$ cat src/design/mat_pkg.sv
// Shared types, constants and codes for the multi-slot alarm timer.
package mat_pkg;

    localparam int SLOTS       = 4;
    localparam int TIME_BITS   = 32;
    localparam int MAX_RESULTS = 4;
    localparam int SLOT_BITS   = 4;
    localparam int IDX_W       = (SLOTS > 1) ? $clog2(SLOTS) : 1;
    localparam int RCNT_W      = $clog2(MAX_RESULTS + 1);

    typedef logic [TIME_BITS-1:0] time_t;

    typedef enum logic [1:0] {
        ACT_TICK = 2'd0,
        ACT_SET  = 2'd1,
        ACT_DEL  = 2'd2,
        ACT_NONE = 2'd3
    } action_t;

    typedef enum logic [2:0] {
        KIND_FIRED     = 3'd0,
        KIND_TICK_NONE = 3'd1,
        KIND_SET_OK    = 3'd2,
        KIND_SET_FULL  = 3'd3,
        KIND_DEL_OK    = 3'd4,
        KIND_DEL_BAD   = 3'd5
    } kind_t;

    typedef enum logic [1:0] {
        ST_IDLE,
        ST_SCAN,
        ST_EMIT
    } state_t;

    typedef struct packed {
        logic  busy;
        time_t expiry;
        time_t reload;
    } slot_rec_t;

    // what the head cell reports for the slot passing through it
    typedef struct packed {
        logic fire;
        logic keep;
        logic claim;
    } head_stat_t;

    localparam slot_rec_t FREE_REC = '{busy: 1'b0, expiry: '1, reload: '0};

endpackage

$ cat src/design/mat_cell.sv
// One slot cell of the rotating chain; passes its record on while shifting.
module mat_cell
    import mat_pkg::*;
(
    input  logic      clk,
    input  logic      rst_n,
    input  logic      shift,
    input  slot_rec_t rec_in,
    output slot_rec_t rec_out
);

    slot_rec_t rec_reg;

    always_ff @(posedge clk or negedge rst_n)
    begin
        if (!rst_n)
        begin
            rec_reg <= FREE_REC;
        end
        else if (shift)
        begin
            rec_reg <= rec_in;
        end
    end

    assign rec_out = rec_reg;

endmodule

$ cat src/design/mat_head.sv
// Update of the slot record leaving the head of the chain: fire, claim or free.
module mat_head
    import mat_pkg::*;
(
    input  action_t          op,
    input  slot_rec_t        rec_in,
    input  time_t            now,
    input  time_t            delay,
    input  time_t            rep,
    input  logic [SLOT_BITS-1:0] del_idx,
    input  logic [SLOT_BITS-1:0] slot_no,
    input  logic             found,
    output slot_rec_t        rec_out,
    output head_stat_t       stat
);

    time_t addend;
    time_t sum;
    logic  due;

    // one adder: reload for a refire, delay for a claim
    assign addend = (op == ACT_TICK) ? rec_in.reload : delay;
    assign sum    = now + addend;
    assign due    = rec_in.busy && (rec_in.expiry <= now);

    always_comb
    begin
        rec_out = rec_in;
        stat    = '0;
        case (op)
            ACT_TICK:
            begin
                stat.fire = due;
                if (due)
                begin
                    if (rec_in.reload != '0)
                    begin
                        rec_out.expiry = sum;
                        stat.keep      = 1'b1;
                    end
                    else
                    begin
                        rec_out = FREE_REC;
                    end
                end
                else
                begin
                    stat.keep = rec_in.busy;
                end
            end
            ACT_SET:
            begin
                if (!rec_in.busy && !found)
                begin
                    stat.claim = 1'b1;
                    rec_out    = '{busy: 1'b1, expiry: sum, reload: rep};
                end
            end
            ACT_DEL:
            begin
                if (slot_no == del_idx)
                begin
                    rec_out = FREE_REC;
                end
            end
            default:
            begin
                rec_out = rec_in;
            end
        endcase
    end

endmodule

$ cat src/design/multi_slot_alarm_timer.sv
// Top level of the multi-slot alarm timer: slot chain, sequencer, output register.
//
//  channel  dir  handshake                      payload
//  s_axis   in   s_axis_tvalid/s_axis_tready    tuser action, tdata delay/repeat/slot_index
//  m_axis   out  m_axis_tvalid/m_axis_tready    tuser kind, tdata slot/alarm_enable, tlast
//
//  Every word runs one full turn of the slot chain, one slot passing the
//  head cell per cycle, where a single adder and comparator act on it.
//  Then results leave one per cycle while the output is not stalled; a word
//  has 1 result, or on a tick the slots fired, at most MAX_RESULTS.
//  Action 3 words are taken and dropped.
//  A stalled output holds its result; the next word is taken once the last
//  result of the current one sits in the output register.
//  Reset frees all slots, clears the time and the pending flag at once.
module multi_slot_alarm_timer
    import mat_pkg::*;
(
    input  logic        clk,
    input  logic        rst_n,
    input  logic        s_axis_tvalid,
    output logic        s_axis_tready,
    input  logic [71:0] s_axis_tdata,   // delay[31:0], repeat_interval[63:32], slot_index[67:64]
    input  logic [1:0]  s_axis_tuser,   // action
    output logic        m_axis_tvalid,
    input  logic        m_axis_tready,
    output logic [7:0]  m_axis_tdata,   // slot[3:0], alarm_enable[4]
    output logic [2:0]  m_axis_tuser,   // kind
    output logic        m_axis_tlast
);

    // sequencer and item registers
    state_t               state_reg,  state_next;
    logic [IDX_W-1:0]     cnt_reg,    cnt_next;
    time_t                time_reg,   time_next;
    logic                 pend_reg,   pend_next;
    logic                 any_reg,    any_next;
    logic                 found_reg,  found_next;
    logic [SLOT_BITS-1:0] fslot_reg,  fslot_next;
    logic [SLOTS-1:0]     fired_reg,  fired_next;
    logic [RCNT_W-1:0]    rcnt_reg,   rcnt_next;
    action_t              op_reg,     op_next;
    time_t                delay_reg,  delay_next;
    time_t                rep_reg,    rep_next;
    logic [SLOT_BITS-1:0] idx_reg,    idx_next;

    // output register
    logic                 mvalid_reg, mvalid_next;
    kind_t                mkind_reg,  mkind_next;
    logic [SLOT_BITS-1:0] mslot_reg,  mslot_next;
    logic                 men_reg,    men_next;
    logic                 mlast_reg,  mlast_next;

    logic                 in_take;
    logic                 out_free;
    logic                 shift;
    slot_rec_t            cell_rec [SLOTS];
    slot_rec_t            head_out;
    head_stat_t           head_stat;
    logic [SLOT_BITS-1:0] head_slot;
    logic [IDX_W-1:0]     pick;
    logic [SLOTS-1:0]     fired_rest;
    action_t              in_op;

    assign in_op     = action_t'(s_axis_tuser);
    assign in_take   = s_axis_tvalid && s_axis_tready;
    assign out_free  = !mvalid_reg || m_axis_tready;
    assign shift     = (state_reg == ST_SCAN);
    assign head_slot = SLOT_BITS'(cnt_reg);

    // slot chain: cell 0 is the head, its updated record re-enters at the tail
    for (genvar i = 0; i < SLOTS; i++)
    begin : g_cell
        mat_cell u_cell (
            .clk     (clk),
            .rst_n   (rst_n),
            .shift   (shift),
            .rec_in  ((i == SLOTS - 1) ? head_out : cell_rec[(i + 1) % SLOTS]),
            .rec_out (cell_rec[i])
        );
    end

    mat_head u_head (
        .op      (op_reg),
        .rec_in  (cell_rec[0]),
        .now     (time_reg),
        .delay   (delay_reg),
        .rep     (rep_reg),
        .del_idx (idx_reg),
        .slot_no (head_slot),
        .found   (found_reg),
        .rec_out (head_out),
        .stat    (head_stat)
    );

    // lowest fired slot still to report
    always_comb
    begin
        pick = '0;
        for (int i = SLOTS - 1; i >= 0; i--)
        begin
            if (fired_reg[i])
            begin
                pick = IDX_W'(i);
            end
        end
    end

    assign fired_rest = fired_reg & ~(SLOTS'(1) << pick);

    always_comb
    begin
        state_next  = state_reg;
        cnt_next    = cnt_reg;
        time_next   = time_reg;
        pend_next   = pend_reg;
        any_next    = any_reg;
        found_next  = found_reg;
        fslot_next  = fslot_reg;
        fired_next  = fired_reg;
        rcnt_next   = rcnt_reg;
        op_next     = op_reg;
        delay_next  = delay_reg;
        rep_next    = rep_reg;
        idx_next    = idx_reg;
        mvalid_next = mvalid_reg && !m_axis_tready;
        mkind_next  = mkind_reg;
        mslot_next  = mslot_reg;
        men_next    = men_reg;
        mlast_next  = mlast_reg;

        case (state_reg)
            ST_IDLE:
            begin
                if (in_take && (in_op != ACT_NONE))
                begin
                    op_next    = in_op;
                    delay_next = TIME_BITS'(s_axis_tdata[31:0]);
                    rep_next   = TIME_BITS'(s_axis_tdata[63:32]);
                    idx_next   = s_axis_tdata[67:64];
                    cnt_next   = '0;
                    any_next   = 1'b0;
                    found_next = 1'b0;
                    fslot_next = '0;
                    fired_next = '0;
                    rcnt_next  = '0;
                    if (in_op == ACT_TICK)
                    begin
                        time_next = time_reg + TIME_BITS'(1);
                    end
                    state_next = ST_SCAN;
                end
            end
            ST_SCAN:
            begin
                if (head_stat.fire)
                begin
                    fired_next[cnt_reg] = 1'b1;
                end
                if (head_stat.keep)
                begin
                    any_next = 1'b1;
                end
                if (head_stat.claim)
                begin
                    found_next = 1'b1;
                    fslot_next = head_slot;
                end
                if (cnt_reg == IDX_W'(SLOTS - 1))
                begin
                    cnt_next = '0;
                    if (op_reg == ACT_TICK)
                    begin
                        pend_next = any_next;
                    end
                    else if ((op_reg == ACT_SET) && found_next)
                    begin
                        pend_next = 1'b1;
                    end
                    state_next = ST_EMIT;
                end
                else
                begin
                    cnt_next = cnt_reg + IDX_W'(1);
                end
            end
            ST_EMIT:
            begin
                if (out_free)
                begin
                    mvalid_next = 1'b1;
                    men_next    = pend_reg;
                    mlast_next  = 1'b1;
                    mslot_next  = '0;
                    state_next  = ST_IDLE;
                    case (op_reg)
                        ACT_TICK:
                        begin
                            if (fired_reg == '0)
                            begin
                                mkind_next = KIND_TICK_NONE;
                            end
                            else
                            begin
                                mkind_next = KIND_FIRED;
                                mslot_next = SLOT_BITS'(pick);
                                fired_next = fired_rest;
                                rcnt_next  = rcnt_reg + RCNT_W'(1);
                                if ((fired_rest != '0) &&
                                    (rcnt_reg != RCNT_W'(MAX_RESULTS - 1)))
                                begin
                                    mlast_next = 1'b0;
                                    state_next = ST_EMIT;
                                end
                            end
                        end
                        ACT_SET:
                        begin
                            mkind_next = found_reg ? KIND_SET_OK : KIND_SET_FULL;
                            mslot_next = fslot_reg;
                        end
                        default:
                        begin
                            mkind_next = ({1'b0, idx_reg} < (SLOT_BITS + 1)'(SLOTS)) ?
                                         KIND_DEL_OK : KIND_DEL_BAD;
                            mslot_next = idx_reg;
                        end
                    endcase
                end
            end
            default:
            begin
                state_next = ST_IDLE;
            end
        endcase
    end

    always_ff @(posedge clk or negedge rst_n)
    begin
        if (!rst_n)
        begin
            state_reg  <= ST_IDLE;
            cnt_reg    <= '0;
            time_reg   <= '0;
            pend_reg   <= 1'b0;
            any_reg    <= 1'b0;
            found_reg  <= 1'b0;
            fired_reg  <= '0;
            rcnt_reg   <= '0;
            mvalid_reg <= 1'b0;
        end
        else
        begin
            state_reg  <= state_next;
            cnt_reg    <= cnt_next;
            time_reg   <= time_next;
            pend_reg   <= pend_next;
            any_reg    <= any_next;
            found_reg  <= found_next;
            fired_reg  <= fired_next;
            rcnt_reg   <= rcnt_next;
            mvalid_reg <= mvalid_next;
        end
    end

    // payload, no reset needed
    always_ff @(posedge clk)
    begin
        fslot_reg <= fslot_next;
        op_reg    <= op_next;
        delay_reg <= delay_next;
        rep_reg   <= rep_next;
        idx_reg   <= idx_next;
        mkind_reg <= mkind_next;
        mslot_reg <= mslot_next;
        men_reg   <= men_next;
        mlast_reg <= mlast_next;
    end

    assign s_axis_tready = (state_reg == ST_IDLE);
    assign m_axis_tvalid = mvalid_reg;
    assign m_axis_tuser  = mkind_reg;
    assign m_axis_tdata  = {3'b000, men_reg, mslot_reg};
    assign m_axis_tlast  = mlast_reg;

    // chain position counter only moves during a turn
    a_cnt_idle: assert property (@(posedge clk) disable iff (!rst_n)
        (state_reg != ST_SCAN) |-> (cnt_reg == '0))
        else $error("slot counter off zero outside scan");

    // a tick never reports more results than allowed
    a_rcnt_max: assert property (@(posedge clk) disable iff (!rst_n)
        (state_reg == ST_EMIT) |-> (rcnt_reg < RCNT_W'(MAX_RESULTS)))
        else $error("too many fired results");

    // a claimed slot always leaves the timer pending
    a_set_pend: assert property (@(posedge clk) disable iff (!rst_n)
        (mvalid_reg && (mkind_reg == KIND_SET_OK)) |-> men_reg)
        else $error("set ok without alarm enable");

endmodule
$ cat config.mk
export PLATFORM = sky130hd
export DESIGN_NAME = multi_slot_alarm_timer
export DESIGN_NICKNAME = d
export VERILOG_FILES = /design/src/design/mat_pkg.sv /design/src/design/mat_cell.sv /design/src/design/mat_head.sv /design/src/design/multi_slot_alarm_timer.sv
export SDC_FILE = /design/constraint.sdc
export NUM_CORES = 1
export LEC_CHECK = 0
export BUFFER_PORTS_ARGS = -buffer_cell sky130_fd_sc_hd__buf_2
export CORE_ASPECT_RATIO = 0.7
export CORE_MARGIN = 3
export CORE_UTILIZATION = 52
export CTS_BUF_LIST = sky130_fd_sc_hd__clkbuf_4 sky130_fd_sc_hd__clkbuf_8
export CTS_CLUSTER_DIAMETER = 60
export DETAILED_ROUTE_END_ITERATION = 16
export PLACE_DENSITY = 0.7
export RECOVER_POWER = 50
export SYNTH_ARGS = -nofsm -noshare
export SYNTH_HDL_FRONTEND = slang
export SYNTH_SLANG_ARGS = --single-unit
export TNS_END_PERCENT = 30
$ cat constraint.sdc
create_clock -name clk -period 5.92 [get_ports clk]
set_input_delay 0.296 -clock clk [delete_from_list [all_inputs] [get_ports clk]]
set_output_delay 0.296 -clock clk [all_outputs]
set_load 0.1 [all_outputs]
==> results of run 1 <==
worst register-to-register path, stage by stage (launching register included):
cell      delay, ns
edfxtp_1       0.34
clkbuf_1       1.21
nor2_4         0.14
nand2_1        0.15
nand2_1        0.10
ha_1           0.30
a211oi_1       0.40
o211ai_1       0.20
a41o_1         0.32
a221o_1        0.45
a21oi_1        0.37
o211ai_1       0.26
a21oi_1        0.25
xor2_1         0.18
a21oi_1        0.09
power breakdown:
group / total [uW] / switching, uW / internal, uW
Clock: 2270 / 1050 / 1220
Combinational: 3930 / 2180 / 1750
Sequential: 4610 / 625 / 3990
Total: 10800 / 3850 / 6960
synthesized netlist by cell type, types with 8 or more instances:
library cell    n  area share, %
o21ai_0        58            1.6
mux2_2        192             12
a31oi_1        22           0.73
nor3_1         44            1.2
nand3_1        30           0.80
nand4_1        17           0.57
o211ai_1       12           0.48
and3_1          8           0.27
nor4_1         18           0.60
xnor2_1        42            2.0
clkbuf_1       70            1.4
or3_1          14           0.47
xor2_1         17           0.80
ha_1           76            5.1
inv_1          60            1.2
a21o_1         45            1.8
and2_1         10           0.33
nand2_1       181            3.6
o22ai_1        52            1.7
dfstp_2       128             18
dfrtp_1       179             24
edfxtp_1       81             13
nor2_1         57            1.1
a21oi_1       120            3.2
through the flow:
stage	worst slack [ns]	util, %	hold slack (ns)	instances	instance area, um2
after floorplan	1.37	-	0.000409	1638	18700
after global placement	1.50	55.9	0.431	2130	19600
after detailed placement	1.44	55.9	0.434	2130	19600
after CTS	1.41	61.4	0.0615	2311	21500
after global routing	0.585	61.2	0.0960	2311	21500
final	1.08	61.2	0.0973	2311	21500
layout make-up:
type	count	area (um2)
Inverter	60	225
Timing Repair Buffer	172	1230
Multi-Input combinational cell	1109	7920
Sequential cell	388	10300
Tap cell	472	591
Clock inverter	22	138
Clock buffer	88	1090
Fill cell	2829	13600
logic make-up after synthesis:
family                     after synthesis  share of synthesized area (%)
adders and majority gates               77                           5.18
xor gates and xnor gates                59                           2.76
and+or+nand+nor                        401                           9.96
other                                    1                         0.0200
DFF                                    388                           54.9
muxes                                  199                           11.9
buffers and inverters                  141                           2.96
AOI/OAI and AO/OA                      370                           12.3
worst min path at each step:
stage / start / slack [ns] / endpoint
global placement: rst_n / 0.43 / g_cell[1].u_cell.rec_out[6]$_DFFE_PN0P_
global route: m_axis_tready / 0.1 / m_axis_tvalid$_DFF_PN0_
finish: m_axis_tready / 0.1 / m_axis_tvalid$_DFF_PN0_
floorplan: rst_n / 0.0004 / any_reg$_DFFE_PN0P_
CTS: m_axis_tready / 0.06 / m_axis_tvalid$_DFF_PN0_
detailed placement: rst_n / 0.43 / g_cell[1].u_cell.rec_out[6]$_DFFE_PN0P_
layer usage:
| metal | track usage [%] | vias to the layer above | share of wire [%] | wire length (um) |
|---|---|---|---|---|
| li1 | - | 6271 | - | - |
| met1 | 32.9 | 6681 | 44 | 19600 |
| met2 | 38.2 | 481 | 46 | 20400 |
| met3 | 4.21 | 102 | 7.2 | 3190 |
| met4 | 7.52 | 0 | 2.6 | 1170 |
| met5 | 0 | - | 0 | 0 |
layout by cell type (no fill, tap or decap), types with 22 or more instances in the layout:
cell / netlist / routed
o22ai_1: 52 / 52
nor2_1: 57 / 55
a21o_1: 45 / 45
nand2_1: 181 / 181
clkbuf_1: 70 / 25
nor3_1: 44 / 44
a21oi_1: 120 / 120
dfstp_2: 128 / 128
mux2_2: 192 / 192
dlygate4sd3_1: 0 / 71
dfrtp_1: 179 / 179
a31oi_1: 22 / 22
o21ai_0: 58 / 58
xnor2_1: 42 / 42
edfxtp_1: 81 / 81
buf_2: 2 / 60
ha_1: 76 / 76
inv_1: 60 / 58
nand3_1: 30 / 30
clkbuf_8: 0 / 68
==> run metrics, run 1 <==
core area 35100 um2; IO buf count 84; power per cell area 504 nW/um2; Reg-to-Reg Start op_reg[1]$_DFFE_PP_; Min Clock Period, post-route 4.84 ns; RSZ-0062 raised after global routing false; failing checks max-capacitance violations, max-slew violations; number of global-route vias before repair 13800; post-CTS setup buffer count 0; Fmax achieved 206 MHz; Site Rows 57; CP Launch Type flop; Mapped Avg Cell Area 11.4 um2; final net count 1944; Lkg Pwr 0.00925 uW; via count 13500; Max Clock Skew 0.0240 ns; largest net degree at the start of global routing 195; Worst R2R Path Depth 14; Syn-to-layout area delta 14.6%; Die H 165 um; Final Wtd Congestion 0.900; slowest stage delay, CP 1.21 ns; post-synth cell types 70; launch point of the worst path op_reg[1]$_DFFE_PP_; synth warn 0; Main synth FF type dfrtp_1; CP top delay family compound AO/OA/AOI/OAI gates; worst-path cell chain clkbuf_1 -> nor2_4 -> nand2_1 -> nand2_1 -> ha_1 -> a211oi_1 -> o211ai_1 -> a41o_1 -> a221o_1 -> a21oi_1 -> o211ai_1 -> a21oi_1 -> xor2_1 -> a21oi_1; Tcrit/Tclk final 81.8%; final hold viol count 0; initial cell density of the core 53.4%; Worst setup endpoint g_cell[3].u_cell.rec_out[59]$_DFFE_PN1P_; CTS tree yes; sequential area share after synthesis 54.9%; synthesis-stage register bit count 388; first-pass GRT wire length 72.4 mm; clk_lat worst skew 0.63 ns; Worst Path Required 6.46 ns; clock root cell clkbuf_8; Max Cap Violations 6; hold buffers post-CTS 71; vias per cell 5.86; Setup TNS Final 0 ns; Post-synth EDFFs 81; crit path kind reg -> reg; chip width 233 um; Worst Path Max Fanout 36; DRT Pass-1 Iters 5; FF-to-FF End g_cell[3].u_cell.rec_out[59]$_DFFE_PN1P_; # diodes 0; Worst Tran Pin Value 3.36 ns; DRC Markers 0; critical path endpoint category flop; proportion of layout cells with a drive suffix above 1 27.9%; max reg flops 260; die area 38400 um2; CP max stage cell clkbuf_1; Tot GR Track Use 23.7%; Sink Count 388; max-slew violation count 465; ys async rst share 79.1%; Final Setup Violations 0; Worst Hold Class in -> reg; initial antenna violation count 0; Hold Crit Depth 3; Peak VDD IR 0.403 mV; clock slew at reported path FFs 0.06 ns; cts bufs inserted 58; CP Depth 14; total I/O pin count 92; mean routed wirelength per cell 19.2 um; Syn Std Cell Area 18700 um2; CTS max path bufs 3; Max transition margin -124%; H-tree depth 2; DR iter-0 viols 1170; Tot Pwr 10800 uW; DRT antenna net count 0; Critical Path AT 5.38 ns; Routed WL 44.4 mm; total global routing overflow 0; Resized Gates After CTS 0; dpl hpwl 28.4 mm; Mapped Cells 1636; reg-to-reg slack, setup 1.08 ns; Crit path buffers/inverters 1; status complete, but fails checks; CP most frequent cell a21oi_1
No activity file was read; power rests on OpenSTA's default activity.
==> run 2, diff against run 1 <==
--- a/config.mk
+++ b/config.mk
@@ -5,6 +5,7 @@
 export SDC_FILE = /design/constraint.sdc
 export NUM_CORES = 1
 export LEC_CHECK = 0
+export ABC_AREA = 1
 export BUFFER_PORTS_ARGS = -buffer_cell sky130_fd_sc_hd__buf_2
 export CORE_ASPECT_RATIO = 0.7
 export CORE_MARGIN = 3
==> constraint.sdc (replaced) <==
create_clock -name clk -period 4.9 [get_ports clk]
set_input_delay 0.245 -clock clk [delete_from_list [all_inputs] [get_ports clk]]
set_output_delay 0.245 -clock clk [all_outputs]
set_load 0.1 [all_outputs]
==> run 2 against run 1 <==
The run still ends with max-capacitance violations, max-slew violations left. First-iteration DRC count rose by 39%. Largest power group unchanged. Register-to-register slack improved by 0.25 ns. Global-route usage rose by 1.5 points. Total power rose by 18%. Die area rose by 8.8%. Maximum frequency rose by 36%. Critical path type unchanged.
==> run metrics, run 2 <==
Max transition margin -113%; Synth top cells by count nand2_1 (862), o21ai_0 (281), inv_1 (231); Tot Pwr 12800 uW; simple-gate share of the synthesized area 23.7%; IO buf count 84; Worst Hold Class in -> reg; largest net degree at the start of global routing 128; post-synth top area cell dfrtp_1; first-pass GRT wire length 85.3 mm; Post-Synth Adder-Cell Area 4.75%; critical path endpoint category flop; CTS tree yes; Peak VDD IR 0.440 mV; cell with the most instances after synthesis nand2_1; final hold viol count 0; largest family of logic cells by synthesized area simple AND/OR/NAND/NOR gates; fillcell total 3349; most common cell after layout, fill and taps aside nand2_1; max-slew violation count 163; Reg area 10300 um2; total I/O pin count 92; Syn Std Cell Area 20400 um2; core area 38600 um2; Mapped Cells 2522; Post-synth EDFFs 81; top-area cell type share of the netlist area 21.9%; Syn-to-layout area delta 13.9%; ys async rst share 79.1%; XOR/XNOR Fraction of Synth Area 2.23%; placed insts 3040; clock root cell clkbuf_8; Setup TNS Final 0 ns; final net count 2801; initial cell density of the core 53.0%; failing checks max-capacitance violations, max-slew violations; Fmax achieved 280 MHz; DRT Pass-1 Iters 5; top cells by area, synth dfrtp_1 (22%), dfstp_2 (16%), nand2_1 (16%); status complete, but fails checks; clk_lat worst skew 0.63 ns; total global routing overflow 0; die area 41700 um2; chip width 243 um; Worst Tran Pin Value 3.20 ns; Die H 172 um; Sink Count 388; DRT antenna net count 0; Critical Path AT 4.12 ns; Hold WS 0.139 ns; Routed WL 52.3 mm; synth warn 0; Final Setup Violations 0; CTS max path bufs 3; via count 17300; initial antenna violation count 0; vias per cell 5.36; sequential area share after synthesis 50.3%; crit path kind reg -> reg; Worst Path Max Fanout 25; complex-gate fraction of the synthesized area 12.3%; proportion of layout cells with a drive suffix above 1 13.4%; Tot GR Track Use 25.2%; Main synth FF type dfrtp_1; Max Clock Skew 0.0361 ns; DRC Markers 0; power per cell area 549 nW/um2; Mapped Avg Cell Area 8.10 um2; Site Rows 60; cts bufs inserted 59; post-synth cell types 48; number of global-route vias before repair 16600; synthesis-stage register bit count 388; Worst Path Required 5.45 ns; Max Cap Violations 2; Non-Filler Instances 3224; post-CTS setup buffer count 0; Lkg Pwr 0.0110 uW; clock slew at reported path FFs 0.07 ns; dpl hpwl 34.1 mm; most frequent cells in the layout nand2_1 (863), o21ai_0 (281), inv_1 (230); max reg flops 260; RSZ-0062 raised after global routing false; CP Launch Type flop; Tcrit/Tclk final 72.9%; mean routed wirelength per cell 16.2 um; Final Wtd Congestion 0.884; Min Clock Period, post-route 3.57 ns; area occupied by multi-input gates 8840 um2; multiplexer area fraction after synthesis 0%; H-tree depth 2; DR iter-0 viols 1622
## run 2: changes by cell type after synthesis, moves of 30 or more
cell,previous run,this run
mux2_2,192,0
nand2_1,181,862
inv_1,60,231
nor3_1,44,13
nor2_1,57,162
xnor2_1,42,2
o22ai_1,52,1
o311ai_0,4,34
xor2_1,17,50
a21o_1,45,8
nand3_1,30,89
o21ai_0,58,281
## run 2: power by group
part | switching [uW] | total (uW) | internal, uW
logic | 3200 | 4580 | 1380
registers | 622 | 5260 | 4640
clock network | 1290 | 2940 | 1650
## run 2: final timing paths
path,slack (ns),startpoint,depth (start not counted),endpoint
hold / removal,0.14,s_axis_tvalid,5,time_reg[0]$_DFFE_PN0P_
setup reg to reg,1.33,op_reg[1]$_DFFE_PP_,19,g_cell[3].u_cell.rec_out[58]$_DFFE_PN1P_
setup / recovery,1.33,op_reg[1]$_DFFE_PP_,19,g_cell[3].u_cell.rec_out[58]$_DFFE_PN1P_
min in group asynchronous,1.15,rst_n,2,g_cell[3].u_cell.rec_out[27]$_DFFE_PN0P_
hold reg to reg,0.46,g_cell[2].u_cell.rec_out[61]$_DFFE_PN1P_,2,g_cell[2].u_cell.rec_out[61]$_DFFE_PN1P_
max in group asynchronous,1.61,rst_n,3,g_cell[2].u_cell.rec_out[29]$_DFFE_PN0P_
## run 2: per-layer routing
metal	GRT usage, %	part of all wire (%)
met2	39.3	44
met5	0	0
met1	35.7	47
met4	7.60	2.3
met3	5.27	7.3
## run 2: what timing repair did
item,4_1_cts,5_1_grt
endpoints found under the hold margin,195,0
hold buffers,72,0
gates resized for setup,0,0
## run 2: kinds of logic (layout without fill, tap and decap cells)
group / Yosys count / count (layout)
xor gates and xnor gates: 52 / 52
buffers and inverters: 352 / 524
and+or+nand+nor: 1188 / 1188
other: 1 / 4
AOI/OAI and AO/OA: 464 / 464
DFF: 388 / 388
adders and majority gates: 77 / 77
## run 2: layout make-up
| type | count | area share (%) |
|---|---|---|
| Clock buffer | 87 | 4.72 |
| Tap cell | 527 | 2.83 |
| Sequential cell | 388 | 44.2 |
| Timing Repair Buffer | 177 | 5.58 |
| Inverter | 236 | 3.83 |
| Antenna cell | 1 | 0.0108 |
| Multi-Input combinational cell | 1784 | 38.0 |
| Clock inverter | 24 | 0.903 |
## run 2: stage by stage
stage	setup slack [ns]	cell area [um2]	util [%]
2_1_floorplan	0.457	20400	-
3_3_place_gp	1.51	21300	55.2
3_5_place_dp	1.43	21300	55.2
4_1_cts	1.37	23300	60.4
5_1_grt	0.946	23300	60.3
6_report	1.33	23300	60.3
## run 2: worst max-delay path, cell delays in order, from the launching register on
cell	delay, ns
edfxtp_1	0.32
buf_4	0.28
nor2_4	0.05
inv_1	0.68
buf_4	0.30
nand2_1	0.06
nand2_1	0.12
ha_1	0.25
nand2_1	0.15
nor2_1	0.21
nand2_1	0.14
nor4_1	0.19
nand2_1	0.15
nand2_1	0.09
nand2_1	0.05
nand2_1	0.10
nand2_1	0.07
nand2_1	0.10
nor2_1	0.05
nor2_1	0.08
